## src/tpo_pkg.sv

```systemverilog
// Shared constants, codes and types for the two-opt tour adjacency engine.
`timescale 1ns / 1ps
`default_nettype none
package tpo_pkg;

	localparam int MAX_POINTS = 1024;
	localparam int PT_W       = $clog2(MAX_POINTS);
	localparam int ADJ_W      = PT_W + 1;
	localparam int ROW_W      = 2 * ADJ_W;
	localparam int CNT_W      = 11;
	localparam int STEP_W     = PT_W + 1;

	localparam logic [ADJ_W-1:0] NO_POINT = '1;
	localparam logic [ROW_W-1:0] ROW_INV  = '1;
	localparam logic [CNT_W-1:0] CNT_MAX  = '1;
	localparam logic [PT_W-1:0]  LAST_PT  = PT_W'(MAX_POINTS - 1);

	localparam logic [1:0] OP_LOAD  = 2'd0;
	localparam logic [1:0] OP_MOVE  = 2'd1;
	localparam logic [1:0] OP_QUERY = 2'd2;
	localparam logic [1:0] OP_NOP   = 2'd3;

	localparam logic [1:0] ST_OK      = 2'd0;
	localparam logic [1:0] ST_NO_SLOT = 2'd1;
	localparam logic [1:0] ST_NO_PRED = 2'd2;

	typedef struct packed {
		logic [1:0]      opcode;
		logic [PT_W-1:0] point_a;
		logic [PT_W-1:0] point_b;
		logic            last_point;
	} cmd_t;

	typedef struct packed {
		logic [1:0]      status;
		logic [PT_W-1:0] next_point;
		logic [PT_W-1:0] prev_point;
	} rsp_t;

	typedef struct packed {
		logic             we;
		logic [PT_W-1:0]  waddr;
		logic [ROW_W-1:0] wdata;
		logic [PT_W-1:0]  raddr;
	} adj_req_t;

	typedef struct packed {
		logic            we;
		logic [PT_W-1:0] waddr;
		logic [PT_W-1:0] wdata;
		logic [PT_W-1:0] raddr;
	} succ_req_t;

endpackage
`default_nettype wire

```

## src/tpo_seq.sv

```systemverilog
// Sequencer that runs load, move, query and successor rebuild over the two memories.
`timescale 1ns / 1ps
`default_nettype none
module tpo_seq (
	input  wire logic                      clk,
	input  wire logic                      arst_n,
	input  wire logic                      start,
	input  wire tpo_pkg::cmd_t             cmd,
	output logic                           busy,
	output logic                           done,
	output tpo_pkg::rsp_t                  rsp,
	output tpo_pkg::adj_req_t              adj_req,
	input  wire logic [tpo_pkg::ROW_W-1:0] adj_rdata,
	output tpo_pkg::succ_req_t             succ_req,
	input  wire logic [tpo_pkg::PT_W-1:0]  succ_rdata
);

	localparam logic [3:0] S_CLEAR  = 4'd0;
	localparam logic [3:0] S_IDLE   = 4'd1;
	localparam logic [3:0] S_ADJ_RD = 4'd2;
	localparam logic [3:0] S_ADJ_WR = 4'd3;
	localparam logic [3:0] S_MV_RDA = 4'd4;
	localparam logic [3:0] S_MV_RDB = 4'd5;
	localparam logic [3:0] S_MV_CAP = 4'd6;
	localparam logic [3:0] S_Q_RD   = 4'd7;
	localparam logic [3:0] S_Q_EVAL = 4'd8;
	localparam logic [3:0] S_RB0_RD = 4'd9;
	localparam logic [3:0] S_RB0_WR = 4'd10;
	localparam logic [3:0] S_RB_RD  = 4'd11;
	localparam logic [3:0] S_RB_WR  = 4'd12;

	localparam logic [1:0] K_FILL  = 2'd0;
	localparam logic [1:0] K_CLEAR = 2'd1;
	localparam logic [1:0] K_SWAP  = 2'd2;

	logic [3:0]                   state_q;
	logic [1:0]                   op_q;
	logic [tpo_pkg::PT_W-1:0]     opa_q;
	logic [tpo_pkg::PT_W-1:0]     opb_q;
	logic                         last_q;
	logic                         cnt_nz_q;
	logic [tpo_pkg::PT_W-1:0]     first_q;
	logic [tpo_pkg::PT_W-1:0]     prev_q;
	logic [tpo_pkg::CNT_W-1:0]    cnt_q;
	logic [tpo_pkg::PT_W-1:0]     na_q;
	logic [tpo_pkg::PT_W-1:0]     nb_q;
	logic [3:0]                   step_q;
	logic [tpo_pkg::PT_W-1:0]     cur_q;
	logic [tpo_pkg::PT_W-1:0]     prv_q;
	logic [tpo_pkg::STEP_W-1:0]   steps_q;
	logic [tpo_pkg::PT_W-1:0]     clr_q;
	logic                         done_q;
	tpo_pkg::rsp_t                rsp_q;

	logic                         m_en;
	logic                         m_end;
	logic [1:0]                   m_kind;
	logic [tpo_pkg::PT_W-1:0]     m_row;
	logic [tpo_pkg::PT_W-1:0]     m_val;

	logic [tpo_pkg::ADJ_W-1:0]    s0;
	logic [tpo_pkg::ADJ_W-1:0]    s1;
	logic [tpo_pkg::ADJ_W-1:0]    val_ext;
	logic [tpo_pkg::ADJ_W-1:0]    prv_ext;
	logic [tpo_pkg::ADJ_W-1:0]    nxt_ext;
	logic [tpo_pkg::ADJ_W-1:0]    oth;
	logic [tpo_pkg::ADJ_W-1:0]    cand;
	logic [tpo_pkg::ROW_W-1:0]    upd_row;
	logic                         fill_fail;
	logic [tpo_pkg::STEP_W-1:0]   steps_nxt;

	assign s0        = adj_rdata[tpo_pkg::ADJ_W-1:0];
	assign s1        = adj_rdata[tpo_pkg::ROW_W-1:tpo_pkg::ADJ_W];
	assign val_ext   = {1'b0, m_val};
	assign prv_ext   = {1'b0, prv_q};
	assign nxt_ext   = {1'b0, succ_rdata};
	assign oth       = (s0 == prv_ext) ? s1 : s0;
	assign steps_nxt = steps_q + 1'b1;

	always_comb begin
		m_en   = 1'b1;
		m_end  = 1'b0;
		m_kind = K_FILL;
		m_row  = opa_q;
		m_val  = opb_q;
		if (op_q == tpo_pkg::OP_LOAD) begin
			case (step_q)
				4'd0: begin
					m_en = cnt_nz_q;
				end
				4'd1: begin
					m_row = opb_q;
					m_val = opa_q;
					m_en  = cnt_nz_q;
				end
				4'd2: begin
					m_row = first_q;
					m_val = opa_q;
					m_en  = last_q;
				end
				4'd3: begin
					m_val = first_q;
					m_en  = last_q;
				end
				4'd4: begin
					m_kind = K_SWAP;
					m_row  = first_q;
					m_en   = last_q && (first_q != opa_q);
				end
				4'd5: begin
					m_kind = K_SWAP;
					m_en   = last_q && (first_q != opa_q);
				end
				default: begin
					m_end = 1'b1;
				end
			endcase
		end else begin
			case (step_q)
				4'd0: begin
					m_kind = K_CLEAR;
					m_val  = na_q;
				end
				4'd1: begin
					m_kind = K_CLEAR;
					m_row  = na_q;
					m_val  = opa_q;
				end
				4'd2: begin
					m_kind = K_CLEAR;
					m_row  = opb_q;
					m_val  = nb_q;
				end
				4'd3: begin
					m_kind = K_CLEAR;
					m_row  = nb_q;
					m_val  = opb_q;
				end
				4'd4: begin
				end
				4'd5: begin
					m_row = opb_q;
					m_val = opa_q;
				end
				4'd6: begin
					m_row = na_q;
					m_val = nb_q;
				end
				4'd7: begin
					m_row = nb_q;
					m_val = na_q;
				end
				default: begin
					m_end = 1'b1;
				end
			endcase
		end
	end

	always_comb begin
		upd_row   = adj_rdata;
		fill_fail = 1'b0;
		case (m_kind)
			K_FILL: begin
				if (s0 == tpo_pkg::NO_POINT) begin
					upd_row = {s1, val_ext};
				end else if (s1 == tpo_pkg::NO_POINT) begin
					upd_row = {val_ext, s0};
				end else begin
					fill_fail = 1'b1;
				end
			end
			K_CLEAR: begin
				upd_row = {(s1 == val_ext) ? tpo_pkg::NO_POINT : s1,
					(s0 == val_ext) ? tpo_pkg::NO_POINT : s0};
			end
			K_SWAP: begin
				upd_row = {s0, s1};
			end
			default: begin
				upd_row = adj_rdata;
			end
		endcase
	end

	always_comb begin
		if (s0 == nxt_ext) begin
			cand = s1;
		end else if (s1 == nxt_ext) begin
			cand = s0;
		end else begin
			cand = tpo_pkg::NO_POINT;
		end
	end

	always_comb begin
		adj_req        = '0;
		adj_req.raddr  = opa_q;
		succ_req       = '0;
		succ_req.raddr = opa_q;
		case (state_q)
			S_CLEAR: begin
				adj_req.we    = 1'b1;
				adj_req.waddr = clr_q;
				adj_req.wdata = tpo_pkg::ROW_INV;
			end
			S_ADJ_RD: begin
				adj_req.raddr = m_row;
			end
			S_ADJ_WR: begin
				adj_req.raddr = m_row;
				adj_req.we    = !fill_fail;
				adj_req.waddr = m_row;
				adj_req.wdata = upd_row;
			end
			S_MV_RDB: begin
				succ_req.raddr = opb_q;
			end
			S_RB0_RD: begin
				adj_req.raddr = '0;
			end
			S_RB0_WR: begin
				succ_req.we    = !s0[tpo_pkg::ADJ_W-1];
				succ_req.waddr = '0;
				succ_req.wdata = s0[tpo_pkg::PT_W-1:0];
			end
			S_RB_RD: begin
				adj_req.raddr = cur_q;
			end
			S_RB_WR: begin
				adj_req.raddr  = cur_q;
				succ_req.we    = !oth[tpo_pkg::ADJ_W-1];
				succ_req.waddr = cur_q;
				succ_req.wdata = oth[tpo_pkg::PT_W-1:0];
			end
			default: begin
				adj_req.raddr = opa_q;
			end
		endcase
	end

	always_ff @(posedge clk or negedge arst_n) begin
		if (!arst_n) begin
			state_q  <= S_CLEAR;
			op_q     <= tpo_pkg::OP_NOP;
			last_q   <= 1'b0;
			cnt_nz_q <= 1'b0;
			first_q  <= '0;
			prev_q   <= '0;
			cnt_q    <= '0;
			step_q   <= '0;
			steps_q  <= '0;
			clr_q    <= '0;
			done_q   <= 1'b0;
		end else begin
			done_q <= 1'b0;
			case (state_q)
				S_CLEAR: begin
					clr_q <= clr_q + 1'b1;
					if (clr_q == tpo_pkg::LAST_PT) begin
						state_q <= S_IDLE;
					end
				end
				S_IDLE: begin
					if (start) begin
						op_q     <= cmd.opcode;
						opa_q    <= cmd.point_a;
						opb_q    <= (cmd.opcode == tpo_pkg::OP_LOAD) ? prev_q : cmd.point_b;
						last_q   <= cmd.last_point;
						cnt_nz_q <= (cnt_q != '0);
						step_q   <= '0;
						rsp_q    <= '0;
						case (cmd.opcode)
							tpo_pkg::OP_LOAD: begin
								if (cnt_q == '0) begin
									first_q <= cmd.point_a;
								end
								prev_q <= cmd.point_a;
								if (cmd.last_point) begin
									cnt_q <= '0;
								end else if (cnt_q != tpo_pkg::CNT_MAX) begin
									cnt_q <= cnt_q + 1'b1;
								end
								state_q <= S_ADJ_RD;
							end
							tpo_pkg::OP_MOVE: begin
								state_q <= S_MV_RDA;
							end
							tpo_pkg::OP_QUERY: begin
								state_q <= S_Q_RD;
							end
							default: begin
								done_q <= 1'b1;
							end
						endcase
					end
				end
				S_ADJ_RD: begin
					if (m_end) begin
						if (op_q == tpo_pkg::OP_MOVE || last_q) begin
							state_q <= S_RB0_RD;
						end else begin
							state_q <= S_IDLE;
							done_q  <= 1'b1;
						end
					end else if (m_en) begin
						state_q <= S_ADJ_WR;
					end else begin
						step_q <= step_q + 1'b1;
					end
				end
				S_ADJ_WR: begin
					if (fill_fail) begin
						rsp_q.status <= tpo_pkg::ST_NO_SLOT;
						state_q      <= S_IDLE;
						done_q       <= 1'b1;
					end else begin
						step_q  <= step_q + 1'b1;
						state_q <= S_ADJ_RD;
					end
				end
				S_MV_RDA: begin
					state_q <= S_MV_RDB;
				end
				S_MV_RDB: begin
					na_q    <= succ_rdata;
					state_q <= S_MV_CAP;
				end
				S_MV_CAP: begin
					nb_q    <= succ_rdata;
					state_q <= S_ADJ_RD;
				end
				S_Q_RD: begin
					state_q <= S_Q_EVAL;
				end
				S_Q_EVAL: begin
					rsp_q.next_point <= succ_rdata;
					if (cand[tpo_pkg::ADJ_W-1]) begin
						rsp_q.status <= tpo_pkg::ST_NO_PRED;
					end else begin
						rsp_q.prev_point <= cand[tpo_pkg::PT_W-1:0];
					end
					state_q <= S_IDLE;
					done_q  <= 1'b1;
				end
				S_RB0_RD: begin
					state_q <= S_RB0_WR;
				end
				S_RB0_WR: begin
					if (s0[tpo_pkg::ADJ_W-1]) begin
						state_q <= S_IDLE;
						done_q  <= 1'b1;
					end else begin
						cur_q   <= s0[tpo_pkg::PT_W-1:0];
						prv_q   <= '0;
						steps_q <= '0;
						state_q <= S_RB_RD;
					end
				end
				S_RB_RD: begin
					state_q <= S_RB_WR;
				end
				S_RB_WR: begin
					if (oth[tpo_pkg::ADJ_W-1] || cur_q == '0
						|| steps_nxt == tpo_pkg::STEP_W'(tpo_pkg::MAX_POINTS)) begin
						state_q <= S_IDLE;
						done_q  <= 1'b1;
					end else begin
						steps_q <= steps_nxt;
						prv_q   <= cur_q;
						cur_q   <= oth[tpo_pkg::PT_W-1:0];
						state_q <= S_RB_RD;
					end
				end
				default: begin
					state_q <= S_IDLE;
				end
			endcase
		end
	end

	assign busy = (state_q != S_IDLE);
	assign done = done_q;
	assign rsp  = rsp_q;

endmodule
`default_nettype wire

```

## config.mk

```make
export PLATFORM = sky130hd
export DESIGN_NAME = tpo_seq
export DESIGN_NICKNAME = d
export VERILOG_FILES = /design/src/tpo_pkg.sv /design/src/tpo_seq.sv
export SDC_FILE = /design/constraint.sdc
export NUM_CORES = 1
export LEC_CHECK = 0
export ABC_CLOCK_PERIOD_IN_PS = 8200
export BUFFER_PORTS_ARGS = -buffer_cell sky130_fd_sc_hd__buf_2
export CORE_MARGIN = 2
export CORE_UTILIZATION = 37
export CTS_BUF_LIST = sky130_fd_sc_hd__clkbuf_8
export DETAILED_ROUTE_END_ITERATION = 10
export PLACE_DENSITY = 0.62
export SLEW_MARGIN = 10
export SYNTH_ARGS = -nofsm -noshare
export SYNTH_HDL_FRONTEND = slang
export SYNTH_SLANG_ARGS = --single-unit
```

## constraint.sdc

```tcl
create_clock -name clk -period 8.2 [get_ports clk]
set_clock_uncertainty 0.05 [all_clocks]
set_input_delay 1.64 -clock clk [delete_from_list [all_inputs] [get_ports clk]]
set_output_delay 1.64 -clock clk [all_outputs]
set_load 0.1 [all_outputs]
```

==> key figures, run 1 <==
Place
  – PortBufs: between 150 and 200
  – DP Worst Slack: approximately 2.4 ns
  – DP Area: 11,200 um^2
  – Dpl hpwl: between 20,000 and 30,000 um
  – Routability-driven placement congestion ratio: approximately 0.94

CTS
  – Htree depth: 4
  – CTS root buffer: clkbuf_8
  – Clock tree buffer depth: 2
  – Hold_buf cts: 0
  – Clock Pin Slew Worst Setup and Hold Paths: approximately 0.10 ns
  – Post-CTS setup buffer count: 0
  – CTS tree: yes
  – Worst-Skew Late Latency: between 0.4 and 0.5 ns
  – Clock sinks: 147
  – CTS Buf Count: 17
  – CTS-repair resized insts: 0

Die
  – Die area: 29,000 um^2
  – Die Span Y: about 170 um
  – Total core area: approximately 27,000 um^2
  – Die X: approximately 170 um
  – IO Count: 156
  – Rows: 60
  – Initial Util: a little under two fifths

Setup path
  – CP max-delay cell: or2_1
  – Slowest stage delay, CP: between 0.6 and 0.7 ns
  – CP arrival: ~4.5 ns
  – Worst setup SP type: register
  – Worst path cell trace: or2_1, nand2_1, a2111oi_0, nor4bb_1, nand4_1, o21ai_1, buf_2
  – CP Capture Type: output pin
  – Reg2Reg Launch Point: state_q[3]
  – Reg2reg setup slack: 4.41 ns
  – Crit Path Class: reg -> out
  – RR Endpoint: rsp[8]
  – Crit-path max FO: 21
  – Worst endpoint required time: around 6.5 ns
  – Critical Path Source: op_q[1]
  – R2R depth: 5
  – Critical Path End: adj_req[18]

Synth
  – Gate Count Post-Synth: approximately 1,100
  – Post-synth top area share: between 20% and 30%
  – Sequential area share after synthesis: between 40% and 50%
  – Synth Register Bits: ~150
  – Top cells by count, synth: edfxtp_1 (82), nand2_1 (77), o21ai_0 (67), clkbuf_1 (63), dfrtp_1 (63)
  – Count leader, synth: edfxtp_1
  – Syn Nets: ~1,100
  – Synth Warn #: 0
  – EDFF count, synth: 82
  – Largest cells by area after synthesis: edfxtp_1 (24%), dfrtp_1 (15%), mux2_2 (4.8%)
  – Post-synthesis async set-or-reset flop share: 44.2%
  – Area leader, netlist: edfxtp_1
  – Library cells used by synthesis: just over 90
  – Top_reg_cell synth: edfxtp_1
  – Post-Syn Area: 10,200 um^2
  – Avg Cell Area, Syn: 9.50 um^2

Final layout
  – Fraction of layout instances using a drive strength above 1: 25.3%
  – Fillers: about 2,700
  – Final instance area: approximately 12,000 um^2
  – Final #Nets: ~1,200
  – Layout Area Growth over Synthesis: 13.5%
  – Final core area utilization: between 40% and 50%
  – Antenna Cells: 0

GRT
  – Vias in the first global route: ~9,000
  – Largest net degree at the start of global routing: 69
  – First-pass GRT wire length: about 54,000 um
  – Antenna violations before repair: 0
  – GRT Total Usage: between 20% and 30%
  – Gr ovfl total: 0

Detailed routing
  – Final wirelength: around 36,000 um
  – DRC Markers: 0
  – DR vias: a little under 10,000
  – ANT nets after route: 0
  – Initial DRC count: approximately 1,400
  – Drt first pass iters: 6
  – Via/cell ratio: 6.30
  – Routed length per placed instance: 23.2 um

Timing
  – Slew margin rel.: 22.4%
  – Final setup violation count: 0
  – Max Clk Rate: around 160 MHz
  – Final hold violations: 0
  – Worst slew pin tran: 1.16 ns
  – Slew Viols, Final: 0
  – Final min period: just over 6 ns
  – Final worst-path setup slack: about 2.0 ns
  – Post-route setup TNS: 0 ns
  – Fin Hold WS: roughly 0.45 ns
  – Fin crit share: 75.8%
  – RSZ-0062 raised after global routing: no

Run
  – Max_cap viols: 0

Power and ir drop
  – Leak pwr: roughly 4.5 nW
  – Power Dens Cells: between 100 and 150 nW/um^2
  – Worst vdd ir: approximately 70 uV

Outcome
  – Outcome: finished clean

Hold path
  – Worst min path class: reg -> reg
[logic make-up (layout without fill, tap and decap cells)]
kind of cell	count (synthesis)	in the layout	share of synthesized area, %
buffers and inverters	111	227	4.46
adder cells (fa/ha/maj)	12	12	1.47
AO/OA/AOI/OAI	338	338	24.4
XOR/XNOR	63	63	5.40
multiplexers	48	48	5.36
flip-flops	147	147	40.0
AND/OR/NAND/NOR	357	357	18.9
[critical path: cells and delay by family, from the launching register on]
family,cells,cell delay [ns]
DFF,1,0.56
buffers and inverters,1,0.47
AOI/OAI and AO/OA,2,0.78
and+or+nand+nor,4,2.22
[sequential cells by signal (all words and copies together) (netlist names), 2 cells and up]
signal and flops:
rsp 22, cnt_q 11, steps_q 11, clr_q 10
cur_q 10, first_q 10, na_q 10, nb_q 10
opa_q 10, opb_q 10, prev_q 10, prv_q 10
state_q 4, step_q 4, op_q 2
[how the worst min path moves through the flow]
stage                          from        end  slack [ns]  cells after the start
after global routing      prev_q[0]  prev_q[0]        0.48                      1
after floorplan            cnt_nz_q   cnt_nz_q        0.40                      2
after detailed placement  prev_q[0]  prev_q[0]        0.44                      1
final                      clr_q[9]   clr_q[9]        0.45                      1
after CTS                  clr_q[9]   clr_q[9]        0.45                      1
after global placement    prev_q[7]  prev_q[7]        0.43                      1
[report_power, final]
group          leakage, nW  internal [mW]  switching (mW)
clock                0.210          0.235           0.369
combinational         2.68         0.0278          0.0576
sequential            1.58          0.778        0.000443
[area by class of cell]
class,count,area [um^2],area share (%)
timing repair buffer,168,873,7.52
tap,341,427,3.68
inverter,27,101,0.873
multi-input combinational,818,5700,49.1
clock buffer,17,234,2.02
clock inverter,15,184,1.58
sequential,147,4090,35.3
[cells in the final DEF, fill, tap and decap left out, types with 10 or more instances in the layout]
cell type,instances
o221a_2,10
nor4_1,12
nand4_1,23
inv_1,26
buf_2,155
nor2_1,58
o21ai_0,67
o21ai_2,17
nand2_1,77
a31oi_1,16
a221oi_1,27
xor2_1,44
nand3_1,31
nand3b_1,12
nor3_1,27
dfrtp_1,63
xnor2_1,19
a21oi_1,54
a21o_1,10
a22o_1,20
and3_1,21
a221o_1,29
and2_1,28
ha_1,12
clkbuf_8,17
edfxtp_1,82
mux2_2,44
buf_4,13
[metal layers]
layer	global-route usage, %	vias up	wire, um
met1	33.7	4666	15200
met5	0	-	0
li1	-	4330	-
met3	5.33	87	3430
met4	11.1	0	1530
met2	36.7	582	15400
[through the flow]
step | power (mW) | instances
after floorplan | 0.835 | 1076
after global placement | 0.878 | 1501
after detailed placement | 0.878 | 1501
after CTS | 1.48 | 1533
after global routing | 1.51 | 1533
final | 1.47 | 1533
Power figures use the tool's default switching activity.
==> inputs of run 2 (changes only) <==
- ABC_AREA: default -> 1
- ABC_CLOCK_PERIOD_IN_PS: 8200 -> 6400
- clock period: 8.2 -> 6.4 ns (I/O delays scaled with it)
==> run 2 against run 1 <==
  * Non-clock buffer count shrank 1
  * First-iteration DRC count is 6.3% lower
  * Worst hold slack lost 0.0060 ns
  * Flip-flop and latch count is the same
  * Total power grew to 4.5 times the previous value
  * Combinational power rose to 53 times the previous value
  * Cell count grew 16%
  * Die area fell by 4.3%
  * Wire length shrank 0.28%
  * Global-route usage up 0.57 points
  * Design area down 3.5%
  * Critical path type unchanged
  * Largest cell class unchanged
  * Largest power group is now combinational logic
==> key figures, run 2 <==
Setup path
  – Worst setup SP type: register
  – RR Endpoint: prv_q[6]
  – Worst endpoint required time: 5.07 ns (-1.44 ns)
  – Worst path cell trace: inv_1, ha_1, nand2_2, nand2_1, inv_1, nand2_1, nor2_1, o311ai_0, o221ai_1, buf_2
  – R2R depth: 11 (+6)
  – Reg2reg setup slack: 3.17 ns (-1.24 ns)
  – CP max-delay cell: o311ai_0
  – Reg2Reg Launch Point: prv_q[5]
  – CP Capture Type: output pin
  – CP arrival: 4.11 ns (-0.42 ns)
  – Slowest stage delay, CP: 0.90 ns (+0.21 ns)
  – Crit-path max FO: 11 (-48%)
  – Crit Path Class: reg -> out

CTS
  – Worst-Skew Late Latency: 0.46 ns (-0.03 ns)
  – CTS-repair resized insts: 0 (unchanged)
  – Hold_buf cts: 0 (unchanged)
  – CTS tree: yes
  – CTS root buffer: clkbuf_8
  – Clock sinks: 147 (unchanged)
  – Htree depth: 4 (unchanged)
  – Clock Pin Slew Worst Setup and Hold Paths: 0.09 ns (about the same)
  – CTS Buf Count: 17 (unchanged)
  – Clock tree buffer depth: 2 (unchanged)
  – Post-CTS setup buffer count: 0 (unchanged)

Die
  – Total core area: 26,000 um^2 (-3.9%)
  – IO Count: 156 (unchanged)
  – Die X: 166 um (-2.2%)
  – Die Span Y: 166 um (-2.2%)
  – Die area: 27,700 um^2 (-4.3%)
  – Initial Util: 37.6% (-0.23 points)
  – Rows: 59 (-1.7%)

Timing
  – Fin crit share: around 85%
  – Final setup violation count: 0 (unchanged)
  – Slew margin rel.: 13.8% (-8.6 points)
  – Final worst-path setup slack: 0.962 ns (-1.02 ns)
  – Slew Viols, Final: 0 (unchanged)
  – Post-route setup TNS: 0 ns (unchanged)
  – Final hold violations: 0 (unchanged)
  – RSZ-0062 raised after global routing: no
  – Final min period: between 5 and 6 ns
  – Max Clk Rate: about 180 MHz
  – Worst slew pin tran: 1.29 ns (+0.128 ns)

Outcome
  – Outcome: finished clean

Power and ir drop
  – Power Dens Cells: 595 nW/um^2 (+370%)
  – Leak pwr: 5.18 nW (+16%)
  – Power Total: 6.66 mW (+350%)
  – Worst vdd ir: 680 uV (+870%)

Final layout
  – Commonest non-fill, non-tap cells in the layout: nand2_1 (291), buf_2 (155), inv_1 (151), o21ai_0 (137), nor2_1 (127)
  – Commonest non-fill, non-tap cell in the layout: nand2_1
  – Layout Area Growth over Synthesis: 14.7%
  – Fraction of layout instances using a drive strength above 1: 16.4% (-8.8 points)
  – Final core area utilization: 43.1% (+0.17 points)
  – Final #Nets: 1,504 (+20%)
  – Antenna Cells: 0 (unchanged)
  – Max reg flops: 22 (unchanged)

GRT
  – Antenna violations before repair: 0 (unchanged)
  – Largest net degree at the start of global routing: 47 (-32%)
  – Vias in the first global route: 9,362 (+4.9%)
  – GRT Total Usage: 25.0% (+0.57 points)
  – First-pass GRT wire length: 53,900 um (-0.10%)
  – Gr ovfl total: 0 (unchanged)

Synth
  – Largest cells by area after synthesis: edfxtp_1 (25%), dfrtp_1 (16%), nand2_1 (11%)
  – EDFF count, synth: 82 (unchanged)
  – Avg Cell Area, Syn: 7.47 um^2 (-21%)
  – Top cells by count, synth: nand2_1 (291), inv_1 (151), o21ai_0 (137), nor2_1 (127), edfxtp_1 (82)
  – Post-synthesis async set-or-reset flop share: 44.2% (unchanged)
  – Post-Syn Area: 9770 um^2 (-4.4%)
  – Synth Warn #: 0 (unchanged)
  – Post-synth top area share: 25.2% (+1.1 points)
  – Synth Register Bits: 147 (unchanged)
  – Gate Count Post-Synth: 1,307 (+21%)
  – Count leader, synth: nand2_1
  – Area leader, netlist: edfxtp_1
  – Sequential area share after synthesis: 41.9% (+1.9 points)
  – Top_reg_cell synth: edfxtp_1
  – Syn Nets: 1,377 (+20%)
  – Library cells used by synthesis: 45 (-51%)

Place
  – PortBufs: 155 (unchanged)
  – Routability-driven placement congestion ratio: 1.02 (+8.6%)
  – DP Worst Slack: 1.31 ns (-1.09 ns)
  – Dpl hpwl: 26,800 um (+1.5%)

Detailed routing
  – DRC Markers: 0 (unchanged)
  – Routed length per placed instance: 19.9 um (-14%)
  – Via/cell ratio: 5.67 (-10%)
  – ANT nets after route: 0 (unchanged)
  – Drt first pass iters: 6 (unchanged)
  – Final wirelength: 35,500 um (-0.28%)
  – DR vias: 10,100 (+4.6%)
  – Initial DRC count: 1,357 (-6.3%)

Hold path
  – Hold_sp: steps_q[3]
  – Hold EP: steps_q[3]
  – Worst min path class: reg -> reg
  – Hold Crit Depth: 2 (+1)

Run
  – Max_cap viols: 0 (unchanged)
run 2: changes by cell type after synthesis, moves of 29 or more:
| cell | delta |
|---|---|
| nand2_1 | +214 |
| inv_1 | +125 |
| o21ai_0 | +70 |
| nor2_1 | +68 |
| nand3_1 | +49 |
| mux2_2 | -40 |
| a221o_1 | -29 |
run 2: per-stage QoR:
step | instance area [um^2] | hold WS [ns] | cells
finish | 11200 | 0.446 | 1782
global route | 11200 | 0.478 | 1782
CTS | 11200 | 0.452 | 1782
detailed placement | 10800 | 0.428 | 1750
global placement | 10800 | 0.423 | 1750
floorplan | 9770 | 0.403 | 1307
run 2: worst max path at each step:
stage	start	end	slack (ns)	depth (start not counted)
after global placement	adj_rdata[5]	succ_req[30]	1.29	8
after CTS	step_q[1]	adj_req[6]	1.06	10
after floorplan	adj_rdata[2]	succ_req[30]	1.03	7
after global routing	step_q[1]	adj_req[11]	0.70	20
final	step_q[1]	adj_req[7]	0.96	10
after detailed placement	adj_rdata[5]	succ_req[30]	1.31	8
run 2: kinds of logic (layout without fill, tap and decap cells):
family	after synthesis	after routing	share of synthesized area, %
fa+ha+maj	12	12	1.54
simple gates	565	565	24.8
mux	4	4	0.461
compound gates	322	322	19.1
xor+xnor	36	36	3.23
buf+inv	221	361	8.99
flops	147	147	41.9
run 2: final cells by class:
| class | instances | area (um^2) |
|---|---|---|
| flip-flops and latches | 147 | 4090 |
| repair buffers | 167 | 866 |
| inverters | 162 | 608 |
| multi-input cells | 939 | 4800 |
| clock buffers | 18 | 248 |
| well taps | 335 | 419 |
| clock inverters | 14 | 169 |
| fillers | 2703 | 14800 |
run 2: critical path: cells and delay by family (launching register included):
family | cells | cell delay [ns]
flops | 1 | 0.42
simple gates | 4 | 0.95
compound gates | 2 | 1.34
buf+inv | 3 | 0.66
fa+ha+maj | 1 | 0.27
run 2: power by group:
group          internal, mW  leakage [nW]  switching, mW
registers              1.21          1.57          0.130
logic                 0.877          3.40           3.67
clock network         0.370         0.207          0.413
run 2: layer usage:
layer  GRT usage, %  share of wire (%)
met5              0                  0
met4           9.18                4.1
met3           5.42                 10
met2           40.1                 45
met1           33.4                 41
==> inputs of run 3 (changes only) <==
- ABC_CLOCK_PERIOD_IN_PS: 6400 -> 4560
- PLACE_DENSITY: 0.62 -> 0.64
- clock period: 6.4 -> 4.56 ns (I/O delays scaled with it)
==> run 3 against run 2 <==
  * Non-clock buffer count up 27
  * Critical path depth up 8
  * Count of clock-buffer cells in the layout down 1
  * Total power increased by 50%
  * Via count up 1.5%
  * Register-to-register slack worse by 1.4 ns
  * Flip-flop and latch count unchanged
  * Global-route usage increased by 1.4 points
  * Core utilization grew 2.3 points
  * Sequential share of layout area fell by 1.8 points
  * Worst hold slack improved by 0.0023 ns
  * Combinational power is 56% higher
  * Largest cell class unchanged
==> key figures, run 3 (synthesis results as in run 2) <==
Timing
  – Worst slew pin tran: 1.00 ns (-0.292 ns)
  – Final min period: around 4.4 ns
  – Slew Viols, Final: 0 (unchanged)
  – Fin crit share: ~96%
  – Max Clk Rate: 229 MHz
  – Post-route setup TNS: 0 ns (unchanged)
  – Final hold violations: 0 (unchanged)
  – Final setup violation count: 0 (unchanged)
  – Slew margin rel.: 33.2% (+19 points)

Final layout
  – Antenna Cells: 0 (unchanged)
  – Max reg flops: 22 (unchanged)
  – Finished Layout Cells: 1,810 (+1.6%)
  – Fraction of layout instances using a drive strength above 1: 19.6% (+3.1 points)
  – Layout Area Growth over Synthesis: 20.7%
  – Final instance area: 11,800 um^2 (+5.2%)
  – Final #Nets: 1,532 (+1.9%)
  – Commonest non-fill, non-tap cells in the layout: nand2_1 (288), inv_1 (150), buf_2 (133), o21ai_0 (131), nor2_1 (124)
  – Commonest non-fill, non-tap cell in the layout: nand2_1

Setup path
  – CP Capture Type: output pin
  – Crit Path Class: reg -> out
  – Worst setup SP type: register
  – Crit-path max FO: 11 (unchanged)
  – Worst endpoint required time: 3.60 ns (-1.47 ns)
  – CP arrival: 3.40 ns (-0.71 ns)

Hold path
  – Worst min path class: reg -> reg

CTS
  – CTS root buffer: clkbuf_8
  – Htree depth: 4 (unchanged)
  – Clock tree buffer depth: 2 (unchanged)
  – CTS tree: yes
  – CTS Buf Count: 17 (unchanged)
  – Clock sinks: 147 (unchanged)
  – Worst-Skew Late Latency: 0.47 ns (about the same)
  – Clock Pin Slew Worst Setup and Hold Paths: 0.09 ns (about the same)

Power and ir drop
  – Power Dens Cells: 850 nW/um^2 (+43%)
  – Leak pwr: 5.40 nW (+4.1%)
  – Power Total: 10.0 mW (+50%)
  – Worst vdd ir: 987 uV (+45%)

Detailed routing
  – DR vias: 10,300 (+1.5%)
  – ANT nets after route: 0 (unchanged)
  – Initial DRC count: 1,401 (+3.2%)
  – Via/cell ratio: 5.67 (about the same)
  – Drt first pass iters: 6 (unchanged)
  – Final wirelength: 37,400 um (+5.3%)
  – Routed length per placed instance: 20.6 um (+3.7%)
  – DRC Markers: 0 (unchanged)

GRT
  – GRT Total Usage: 26.5% (+1.4 points)
  – Largest net degree at the start of global routing: 66 (+40%)
  – Vias in the first global route: 9,516 (+1.6%)
  – Gr ovfl total: 0 (unchanged)
  – First-pass GRT wire length: 56,300 um (+4.6%)
  – Antenna violations before repair: 1 (+1)

Place
  – DP Cell Count: 1,776 (+1.5%)
  – DP Area: 11,300 um^2 (+4.7%)
  – PortBufs: 155 (unchanged)
  – Routability-driven placement congestion ratio: 1.04 (+1.9%)
  – Dpl hpwl: 28,300 um (+5.3%)

Die
  – Initial Util: 37.6% (unchanged)
  – Die X: 166 um (unchanged)
  – Rows: 59 (unchanged)
  – Die area: 27,700 um^2 (unchanged)
  – Total core area: 26,000 um^2 (unchanged)
  – IO Count: 156 (unchanged)
  – Die Span Y: 166 um (unchanged)

Outcome
  – Outcome: finished clean

Run
  – Max_cap viols: 0 (unchanged)
-- run 3: per-layer routing --
layer	wire, um	vias up	global-route usage [%]
li1	-	4764	-
met1	15400	4758	36.7
met2	16600	644	40.9
met3	4080	98	5.94
met4	1200	2	9.00
met5	7	-	0
-- run 3: worst paths after layout --
kind	start	end	cells after the start	slack, ns
worst max register to register	state_q[3]	cnt_q[9]	11	1.75
worst min register to register	steps_q[3]	steps_q[3]	2	0.45
worst min-delay path	steps_q[3]	steps_q[3]	2	0.45
worst max-delay path	step_q[0]	adj_req[20]	18	0.20
min in group asynchronous	arst_n	clr_q[0]	2	0.72
max in group asynchronous	arst_n	first_q[0]	2	3.16
-- run 3: area by class of cell --
type / count / area, um^2
Fill cell: 2618 / 14200
Multi-Input combinational cell: 940 / 4890
Sequential cell: 147 / 4090
Timing Repair Buffer: 194 / 1390
Inverter: 162 / 608
Tap cell: 335 / 419
Clock buffer: 17 / 234
Clock inverter: 15 / 161
-- run 3: stage by stage --
stage | utilization (%) | worst slack (ns) | hold slack [ns]
floorplan | - | 0.0804 | 0.403
global placement | 43.5 | 0.445 | 0.420
detailed placement | 43.5 | 0.450 | 0.429
CTS | 45.0 | 0.0487 | 0.451
global route | 45.4 | -0.0189 | 0.485
finish | 45.4 | 0.196 | 0.448
-- run 3: power breakdown --
part           switching [mW]  internal, mW
sequential              0.193          1.70
combinational            5.31          1.77
clock                   0.594         0.458
total                    6.10          3.92
-- run 3: timing repair --
| item | 4_1_cts | 5_1_grt |
|---|---|---|
| hold buffers | 0 | 0 |
| resized for setup | 1 | 31 |
| endpoints found under the setup margin | 14 | 23 |
| pin swaps | 0 | 2 |
| gates cloned | 0 | 1 |
| setup buffers | 0 | 1 |
-- run 3: critical path, stage by stage (launching register included) --
cell and delay (ns):
dfrtp_1 0.42, inv_1 0.13, ha_1 0.22, nand2_1 0.08, nand2_1 0.21, buf_4 0.21, nand2_1 0.06, nand2_1 0.08
nor2_1 0.05, nand3_1 0.10, nand2_1 0.20, nand2_1 0.11, o21ai_0 0.12, nor2_1 0.21, nand2_4 0.15, nand2_1 0.08
nand2_1 0.05, a21oi_1 0.24, buf_12 0.22
